## src/sv/npss_ram.sv

```systemverilog
// Generic single-write, single-read synchronous RAM with registered read data.
module npss_ram #(
  parameter int WIDTH = 8,
  parameter int DEPTH = 16
) (
  input  logic                     clk_i,
  input  logic                     we_i,
  input  logic [$clog2(DEPTH)-1:0] waddr_i,
  input  logic [WIDTH-1:0]         wdata_i,
  input  logic                     re_i,
  input  logic [$clog2(DEPTH)-1:0] raddr_i,
  output logic [WIDTH-1:0]         rdata_o
);

  logic [WIDTH-1:0] mem_q [DEPTH];
  logic [WIDTH-1:0] rdata_q;

  // Write port
  always_ff @(posedge clk_i) begin
    if (we_i) begin
      mem_q[waddr_i] <= wdata_i;
    end
  end

  // Registered read port
  always_ff @(posedge clk_i) begin
    if (re_i) begin
      rdata_q <= mem_q[raddr_i];
    end
  end

  assign rdata_o = rdata_q;

endmodule

```

## config.mk

```make
export PLATFORM = sky130hd
export DESIGN_NAME = npss_ram
export DESIGN_NICKNAME = d
export VERILOG_FILES = /design/src/sv/npss_ram.sv
export SDC_FILE = /design/constraint.sdc
export NUM_CORES = 1
export LEC_CHECK = 0
export ABC_AREA = 1
export BUFFER_PORTS_ARGS = -buffer_cell sky130_fd_sc_hd__buf_2
export CAP_MARGIN = 25
export CORE_ASPECT_RATIO = 0.6
export CORE_MARGIN = 4
export CORE_UTILIZATION = 45
export DETAILED_ROUTE_END_ITERATION = 7
export GPL_TIMING_DRIVEN = 0
export PLACE_DENSITY = 0.62
export SLEW_MARGIN = 20
export SYNTH_ARGS = -nofsm -noshare
export SYNTH_HDL_FRONTEND = slang
export SYNTH_SLANG_ARGS = --single-unit
```

## constraint.sdc

```tcl
create_clock -name clk_i -period 1.1 [get_ports clk_i]
set_input_delay 0.22 -clock clk_i [delete_from_list [all_inputs] [get_ports clk_i]]
set_output_delay 0.22 -clock clk_i [all_outputs]
set_load 0.1 [all_outputs]
```

==> impl_results.md, run 1 <==
- Maximum vdd drop: 0.00123 V
- Number of fillers in the final layout: between 900 and 1000
- Reg power frac: 0.461
- Layout cells sized above 1: 0.298
- Non-Filler Instances: a little under 800
- Critical Path RT: 0.88 ns
- Cell variety after synth: 11
- Netlist area before placement: 5850 sq um
- GP Congestion: 0.913
- Dpl ws: -0.713 ns
- Power per cell area: 1730 nW/um^2
- Post-synthesis compound-gate area fraction: 0
- Slew Limit Headroom: 0.601
- Vias in the first global route: 3700
- IO Count: 27
- RSZ-0062 raised after global routing: yes
- Count leader, synth: nand2_1
- CTS tree: done
- Cell family with most CP delay: flip-flops
- Period utilisation layout: 1.17
- Final setup viols: 38
- Worst Path Buf+Inv: 1
- Leak: 0.00308 uW
- Total Routed Length: around 16000 um
- DRT iter0 DRCs: between 400 and 500
- Violated checks: setup timing
- Routed WL per cell: 20.0 um
- Crit path arrival time: 1.07 ns
- Pin count of the biggest net entering global routing: 17
- Total Power: about 13000 uW
- Clk_skew: ~0.0043 ns
- Dominant cells by area after synthesis: edfxtp_1 70%, nand2_1 11%, nand3_1 8.3%, inv_1 6.4%, buf_6 1.2%
- Fin nets: ~600
- Residual DRC count: 0
- Sw Ratio: 0.251
- Simple-Gate Fraction of Synth Area: 0.208
- Die area: approximately 15000 sq um
- Core footprint: 12400 sq um
- Grt total ovfl: 0
- Critical path type: reg2out
- XOR/XNOR Fraction of Synth Area: 0
- Top cell type by total area after synthesis: edfxtp_1
- Hold WS: between 0.15 and 0.2 ns
- Total number of vias: 4001
- Sink Count: between 100 and 150
- Worst-margin pin slew: between 0.5 and 0.6 ns
- Worst hold path class: in2reg
- Sw Pwr: 3210 uW
- Register area share after synthesis: 0.698
- Power Internal: between 9000 and 10000 uW
- Cell count after synthesis: 551
- Antenna diodes: 0
- Post-synth EDFFs: between 100 and 150
- Htree depth: 4
- # port buffers: 23
- Top FF cell, synth: edfxtp_1
- Dpl hpwl: between 10000 and 15000 um
- Reg area: around 4100 sq um
- Max clock buf depth: 2
- Post-Synth Adder-Cell Area: 0
- Drt pass-1 iters: 5
- Clock slew at reported path FFs: around 0.06 ns
- Post-DP Area: a little over 6000 sq um
- FP Rows: 31
- Initial core utilization: 0.473
- First-pass GRT wire length: 22500 um
- Slowest stage delay, CP: ~0.44 ns
- Clock share of power: 0.448
- Largest family of logic cells by synthesized area: simple AND/OR/NAND/NOR gates
- Area delta synth->final: 26.1%
- Clock Root Buffer: clkbuf_16
- # hold bufs at CTS: 0
- Net count after synthesis: 570
- Crit path cell chain: buf_6
- Max FO, Critical Path: 1
- Multi-input gate area: 1660 sq um
- PnR worst setup slack: -0.192 ns
- Synthesized area per cell: roughly 11 sq um
- CP Capture Type: primary output
- Fin crit period: 1.29 ns
- Final Hold Vio Count: 0
- Die height: 96.3 um
- Worst-Skew Late Latency: ~0.42 ns
- Combinational fraction of design power: 0.091
- MaxCap Viol Count: 0
- Final ANT Viol Nets: 0
- Post-synthesis register bit count: between 100 and 150
- Crit start category: flip-flop
- Outcome: finished, violations left
- Placed cell count: ~740
- Max Slew Vio Count: 0
- Crit-path slowest cell: edfxtp_1
- Synth top cells by count: 173 x nand2_1, 136 x edfxtp_1, 100 x inv_1
- Initial antenna violation count: 0
- Yosys Warn Count: 0
- Vias per cell: about 5.2
- Top cell type's share of synthesized area: 0.698
- Max Fclk: 774 MHz
- Async S/R FF share, synth: 0
- Final instance area: about 7400 sq um
- Die W: between 150 and 200 um
- Multiplexer share of the synthesized area: 0
- Gr usage total: 0.215
- TritonCTS Buffers: 17
==> sequential cells by signal, indices dropped and copies added (netlist names) <==
register	count
rdata_o	8
mem_q	128
==> worst register-to-register path, cell delays in order, from the launching register on <==
cell      delay, ns
edfxtp_1       0.38
nand2_1        0.10
nand2_2        0.08
nand2_2        0.07
nand3_2        0.09
nand3_2        0.09
nand2_2        0.08
==> placed cells by master, fill, tap and decap left out <==
master | netlist | layout
buf_1 | 1 | 1
buf_12 | 0 | 4
buf_2 | 13 | 21
buf_4 | 4 | 5
buf_6 | 6 | 14
buf_8 | 0 | 2
bufinv_16 | 0 | 2
clkbuf_16 | 0 | 17
clkbuf_4 | 0 | 4
clkinv_2 | 0 | 2
clkinv_4 | 0 | 3
clkinvlp_4 | 0 | 2
edfxtp_1 | 136 | 136
inv_1 | 100 | 96
inv_2 | 2 | 6
inv_6 | 0 | 5
inv_8 | 0 | 1
nand2_1 | 173 | 147
nand2_2 | 0 | 26
nand3_1 | 97 | 45
nand3_2 | 0 | 49
nand3_4 | 0 | 3
nand3b_1 | 2 | 2
nor2_1 | 17 | 1
nor2_2 | 0 | 4
nor2_4 | 0 | 12
==> repair_timing <==
| item | 4_1_cts | 5_1_grt |
|---|---|---|
| buffers inserted | 0 | 4 |
| endpoints found under the hold margin | 0 | 0 |
| pin swaps | 11 | 31 |
| setup endpoints to repair | 88 | 109 |
| gates resized for setup | 59 | 76 |
==> power by group through the flow <==
stage               sequential [uW]  combinational [uW]  clock [uW]
floorplan                      6150                 413           0
global placement               5970                 933           0
detailed placement             5980                 947           0
CTS                            5870                1040        5730
global route                   5880                1240        6000
finish                         5870                1160        5710
==> area by class of cell <==
type / count / area share
flip-flops and latches: 136 / 0.554
multi-input cells: 289 / 0.225
clock buffers: 17 / 0.0577
inverters: 102 / 0.0519
repair buffers: 27 / 0.0360
well taps: 165 / 0.0280
plain buffers: 24 / 0.0243
clock inverters: 15 / 0.0226
==> through the flow <==
step            util  TNS [ns]
2_1_floorplan      -     -6.27
3_3_place_gp   0.500    -61.76
3_5_place_dp   0.500    -64.72
4_1_cts        0.564     -2.40
5_1_grt        0.596     -2.56
6_report       0.596     -2.15
==> worst paths after layout <==
check	slack (ns)	endpoint	cells after the start	start
worst max-delay path	-0.19	rdata_o[2]	1	rdata_o[2]
worst min-delay path	0.17	rdata_o[3]	1	re_i
worst max register to register	-0.03	rdata_o[6]	6	mem_q[2][6]
worst min register to register	0.76	rdata_o[2]	6	mem_q[11][2]
==> cell families after synthesis <==
| group | Yosys count |
|---|---|
| and+or+nand+nor | 289 |
| buffers and inverters | 126 |
| DFF | 136 |
==> metal layers <==
layer,GRT usage,vias to the layer above,routed length (um)
li1,-,1882,-
met1,0.327,1911,7250
met2,0.300,187,6550
met3,0.0588,21,1490
met4,0.0639,0,217
met5,0,-,0
(Power assumes the default switching activity.)
==> inputs of run 2 (changes only) <==
Settings changed: SETUP_SLACK_MARGIN from default to 0.5.
==> run 2 against run 1 <==
Against the previous run:
- worst setup slack gained 0.070 ns
- highest routed layer unchanged
- non-clock buffer count grew 14
- register-to-register slack barely moved
- critical endpoint is now rdata_o[7]
- the flow still finishes with violations (setup timing)
- global-route usage rose by 1.0 points
- total power increased by 5.8%
- count of clock-buffer cells in the layout is the same
- sequential power is essentially flat
- sequential cell count unchanged
- critical path type unchanged
- final area increased by 6.1%
- via count grew 2.2%
==> impl_results.md, run 2 (synthesis gave the netlist of run 1 again) <==
- Layout cells sized above 1: 0.314
- Max FO, Critical Path: 1
- Routed WL per cell: just over 20 um
- Crit-path slowest cell: edfxtp_1
- Crit start category: flip-flop
- Clock Root Buffer: clkbuf_16
- Most frequent cells in the layout: 139 x nand2_1, 136 x edfxtp_1, 95 x inv_1, 53 x nand3_1, 38 x nand3_2
- Die area: 14900 sq um
- Power per cell area: between 1500 and 2000 nW/um^2
- Outcome: finished, violations left
- Clk_skew: 0.0108 ns
- Multi-input gate area: about 1700 sq um
- Vias per cell: 5.18
- Top reg by flops: mem_q
- Final Hold Vio Count: 0
- Period utilisation layout: 1.11
- Max clock buf depth: 2
- IO Count: 27
- Crit path arrival time: 1.00 ns
- Max Slew Vio Count: 0
- Max Fclk: just over 800 MHz
- Sw Ratio: 0.225
- Cell family with most CP delay: flip-flops
- Clock share of power: 0.469
- Violated checks: setup timing
- RSZ-0062 raised after global routing: yes
- Dpl hpwl: 10200 um
- Vias in the first global route: between 3000 and 4000
- Max reg flops: 128
- Drt pass-1 iters: 5
- Critical Path RT: 0.88 ns
- Antenna diodes: 0
- Combinational fraction of design power: 0.096
- Fin nets: 630
- Total number of vias: a little over 4000
- Core footprint: roughly 12000 sq um
- Core Util, Final: 0.632
- Worst-Skew Late Latency: between 0.4 and 0.5 ns
- Htree depth: 4
- # port buffers: 23
- Slowest stage delay, CP: ~0.40 ns
- Worst Path Buf+Inv: 1
- DRT iter0 DRCs: a little under 400
- Crit path cell chain: buf_6
- Initial antenna violation count: 0
- PnR worst setup slack: -0.122 ns
- Initial core utilization: 0.473
- Reg area: 4080 sq um
- Fin crit period: 1.22 ns
- Residual DRC count: 0
- Gr usage total: 0.226
- Die height: just under 100 um
- Maximum vdd drop: 0.00138 V
- Grt total ovfl: 0
- Sink Count: ~140
- MaxCap Viol Count: 0
- CP startpoint: rdata_o[7]
- Reg2reg start: mem_q[3][3]
- Die W: 155 um
- Number of fillers in the final layout: 919
- Sw Pwr: 3030 uW
- Clock slew at reported path FFs: 0.06 ns
- Total Routed Length: approximately 16000 um
- Reg power frac: 0.436
- Slew Limit Headroom: 0.699
- # hold bufs at CTS: 0
- TritonCTS Buffers: 17
- Critical path type: reg2out
- Setup TNS: -0.902 ns
- Worst hold path class: in2reg
- Pin count of the biggest net entering global routing: 17
- Worst-margin pin slew: roughly 0.45 ns
- HP Start: re_i
- Final ANT Viol Nets: 0
- GP Congestion: ~0.9
- FP Rows: 31
- Leak: ~0.0033 uW
- Final setup viols: 10
- CP Capture Type: primary output
- Area delta synth->final: 33.7%
- Power Internal: ~10000 uW
- Most common cell after layout, fill and taps aside: nand2_1
- First-pass GRT wire length: around 24000 um
- CTS tree: done
[run 2: cell types whose count changed in the layout (fill, tap and decap cells not counted), sizes merged]
cell,change
buf,+18
bufinv,+4
clkbuf,-4
clkinv,+3
clkinvlp,-1
inv,-6
[run 2: path summary, 6_finish.rpt]
kind	to	slack [ns]	cells after the start
hold reg to reg	rdata_o[7]	0.76	6
setup reg to reg	rdata_o[3]	-0.02	6
setup / recovery	rdata_o[7]	-0.12	1
hold / removal	rdata_o[4]	0.19	1
[run 2: stage by stage]
step | total power [uW] | std cells | cell area [sq um] | worst slack (ns) | hold slack (ns)
3_3_place_gp | 7000 | 739 | 6430 | -0.463 | 0.594
3_5_place_dp | 7020 | 739 | 6430 | -0.492 | 0.603
4_1_cts | 13500 | 788 | 7710 | -0.140 | 0.181
5_1_grt | 13900 | 789 | 7820 | -0.172 | 0.185
6_report | 13500 | 789 | 7820 | -0.122 | 0.191
2_1_floorplan | 6650 | 551 | 6110 | -0.0240 | 0.319
[run 2: power groups by stage]
stage          registers (uW)  clock network [uW]  logic, uW
6_report                 5880                6320       1290
5_1_grt                  5880                6630       1370
4_1_cts                  5880                6380       1230
3_3_place_gp             5970                   0       1030
3_5_place_dp             5980                   0       1040
2_1_floorplan            6160                   0        493
[run 2: metal layers]
metal / track usage / vias up / wire length [um]
met5: 0 / - / 0
met2: 0.318 / 210 / 6700
met3: 0.0809 / 17 / 1900
met4: 0.0661 / 0 / 219
li1: - / 1907 / -
met1: 0.328 / 1955 / 7230
[run 2: area by class of cell]
class,count,share of cell area
Buffer,24,0.0322
Clock buffer,17,0.0544
Clock inverter,15,0.0296
Inverter,102,0.0515
Multi-Input combinational cell,289,0.223
Sequential cell,136,0.522
Tap cell,165,0.0264
Timing Repair Buffer,41,0.0608
[run 2: what timing repair did]
action | in CTS | in global routing
setup buffers | 17 | 1
endpoints found under the setup margin | 144 | 144
resized for setup | 88 | 25
hold endpoints to repair | 0 | 0
pin swaps | 53 | 30
==> inputs of run 3 (changes only) <==
Settings changed: CORE_MARGIN 4 to 10, CTS_BUF_LIST from default to sky130_fd_sc_hd__clkbuf_16.
==> run 3 against run 2 <==
Against the previous run:
- the run still ends with setup timing left
- cell count rose by 0.38%
- critical path depth unchanged
- core utilization down 1.5 points
- maximum frequency down 2.7%
- clock power is 3% lower
- die area up 21%
- routed wire length rose by 1.5%
- global-route usage decreased by 4.2 points
- sequential power about the same
- sequential cell count stayed put
- critical endpoint is now rdata_o[2]
- highest routed layer unchanged
==> impl_results.md, run 3 (synthesis gave the netlist of run 1 again) <==
- Met3 usage: 0.0536
- Number of fillers in the final layout: approximately 990
- Clock Root Buffer: clkbuf_16
- Dpl hpwl: about 11000 um
- Worst Path Buf+Inv: 1
- TritonCTS Buffers: 17
- Critical path type: reg2out
- Hold WS: about 0.18 ns
- Dpl ws: -0.520 ns
- Reg area: 4080 sq um
- Max reg flops: between 100 and 150
- Worst hold path class: in2reg
- Final ANT Viol Nets: 0
- IO Count: 27
- CP Capture Type: primary output
- Violated checks: setup timing
- Gr usage total: 0.184
- Crit start category: flip-flop
- Max Slew Vio Count: 0
- Setup TNS: -1.12 ns
- DRT iter0 DRCs: roughly 440
- Max clock buf depth: 2
- Htree depth: 4
- Initial core utilization: 0.458
- Crit path arrival time: approximately 1.0 ns
- Cell family with most CP delay: flip-flops
- RSZ-0062 raised after global routing: yes
- Layout cells sized above 1: 0.336
- Top reg by flops: mem_q
- Met2 usage in global routing: 0.260
- Critical Path RT: 0.88 ns
- Multi-input gate area: ~1800 sq um
- Die height: 108 um
- Reg2reg path depth: 6
- Reg2reg start: mem_q[3][6]
- Clk_skew: ~0.0084 ns
- GP Congestion: between 0.9 and 1
- Power per cell area: 1690 nW/um^2
- Antenna diodes: 0
- Fin nets: approximately 630
- Final setup viols: 11
- # port buffers: 23
- Vias per cell: between 5 and 6
- Drt pass-1 iters: 6
- Leak: between 0.003 and 0.004 uW
- First-pass GRT wire length: 24500 um
- Slowest stage delay, CP: around 0.42 ns
- Area delta synth->final: 34.7%
- GRT busiest layer: met1
- Met1 usage: 0.264
- CTS tree: done
- Pin count of the biggest net entering global routing: 17
- Die W: around 170 um
- Worst-margin pin slew: approximately 0.42 ns
- Worst-Skew Late Latency: ~0.42 ns
- WP depth: 1
- Core footprint: roughly 13000 sq um
- CP endpoint: rdata_o[2]
- Max Fclk: 796 MHz
- Total number of vias: between 4000 and 5000
- Routed WL per cell: about 21 um
- Most frequent cells in the layout: 136 x nand2_1, 136 x edfxtp_1, 99 x inv_1, 55 x nand3_2, 38 x nand3_1
- Initial antenna violation count: 0
- Total Routed Length: roughly 16000 um
- PnR worst setup slack: -0.156 ns
- CP startpoint: rdata_o[2]
- Clock slew at reported path FFs: 0.05 ns
- Maximum vdd drop: approximately 0.0012 V
- Max FO, Critical Path: 1
- FP Rows: 32
- Crit-path slowest cell: edfxtp_1
- Fin crit period: between 1 and 1.5 ns
- Period utilisation layout: 1.14
- Grt total ovfl: 0
- Outcome: finished, violations left
- R2r setup slk: -0.03 ns
- Final Hold Vio Count: 0
- Sink Count: about 140
- Slew Limit Headroom: 0.720
- Vias in the first global route: approximately 4100
- Crit path cell chain: buf_6
- MaxCap Viol Count: 0
- Die area: approximately 18000 sq um
- Worst reg2reg endpoint: rdata_o[6]
- Residual DRC count: 0
-- run 3: power breakdown --
part           internal (uW)  switching, uW
sequential              5840           39.9
combinational            405            898
clock                   3990           2140
total                  10200           3080
-- run 3: routing by layer --
metal  vias up  wire (um)
met2       183       6820
met5         -          0
met1      2016       7650
met3        24       1520
met4         0        283
li1       1913          -
-- run 3: worst min-delay path by stage --
| stage | startpoint | endpoint | slack (ns) | cells after the start |
|---|---|---|---|---|
| final | re_i | rdata_o[1] | 0.18 | 1 |
| after global routing | re_i | rdata_o[6] | 0.17 | 1 |
| after CTS | re_i | rdata_o[6] | 0.17 | 1 |
| after detailed placement | re_i | rdata_o[1] | 0.59 | 1 |
| after global placement | re_i | rdata_o[1] | 0.59 | 1 |
| after floorplan | wdata_i[0] | mem_q[0][0] | 0.32 | 0 |
-- run 3: what timing repair did --
item / 4_1_cts / 5_1_grt
hold buffers: 0 / 0
setup endpoints to repair: 144 / 144
gates resized for setup: 107 / 24
pin swaps: 44 / 38
buffers inserted: 16 / 0
-- run 3: layout make-up --
type / count / area share
timing repair buffer: 39 / 0.0604
multi-input combinational: 289 / 0.231
clock inverter: 15 / 0.0267
sequential: 136 / 0.519
inverter: 102 / 0.0508
clock buffer: 17 / 0.0540
buffer: 24 / 0.0319
tap: 170 / 0.0270
-- run 3: per-stage QoR --
stage / total power, uW / utilization / instances / area [sq um]
finish: 13300 / 0.617 / 792 / 7880
global route: 13700 / 0.617 / 792 / 7880
CTS: 13300 / 0.608 / 792 / 7770
detailed placement: 7020 / 0.504 / 744 / 6430
global placement: 7010 / 0.504 / 744 / 6430
floorplan: 6650 / - / 551 / 6110
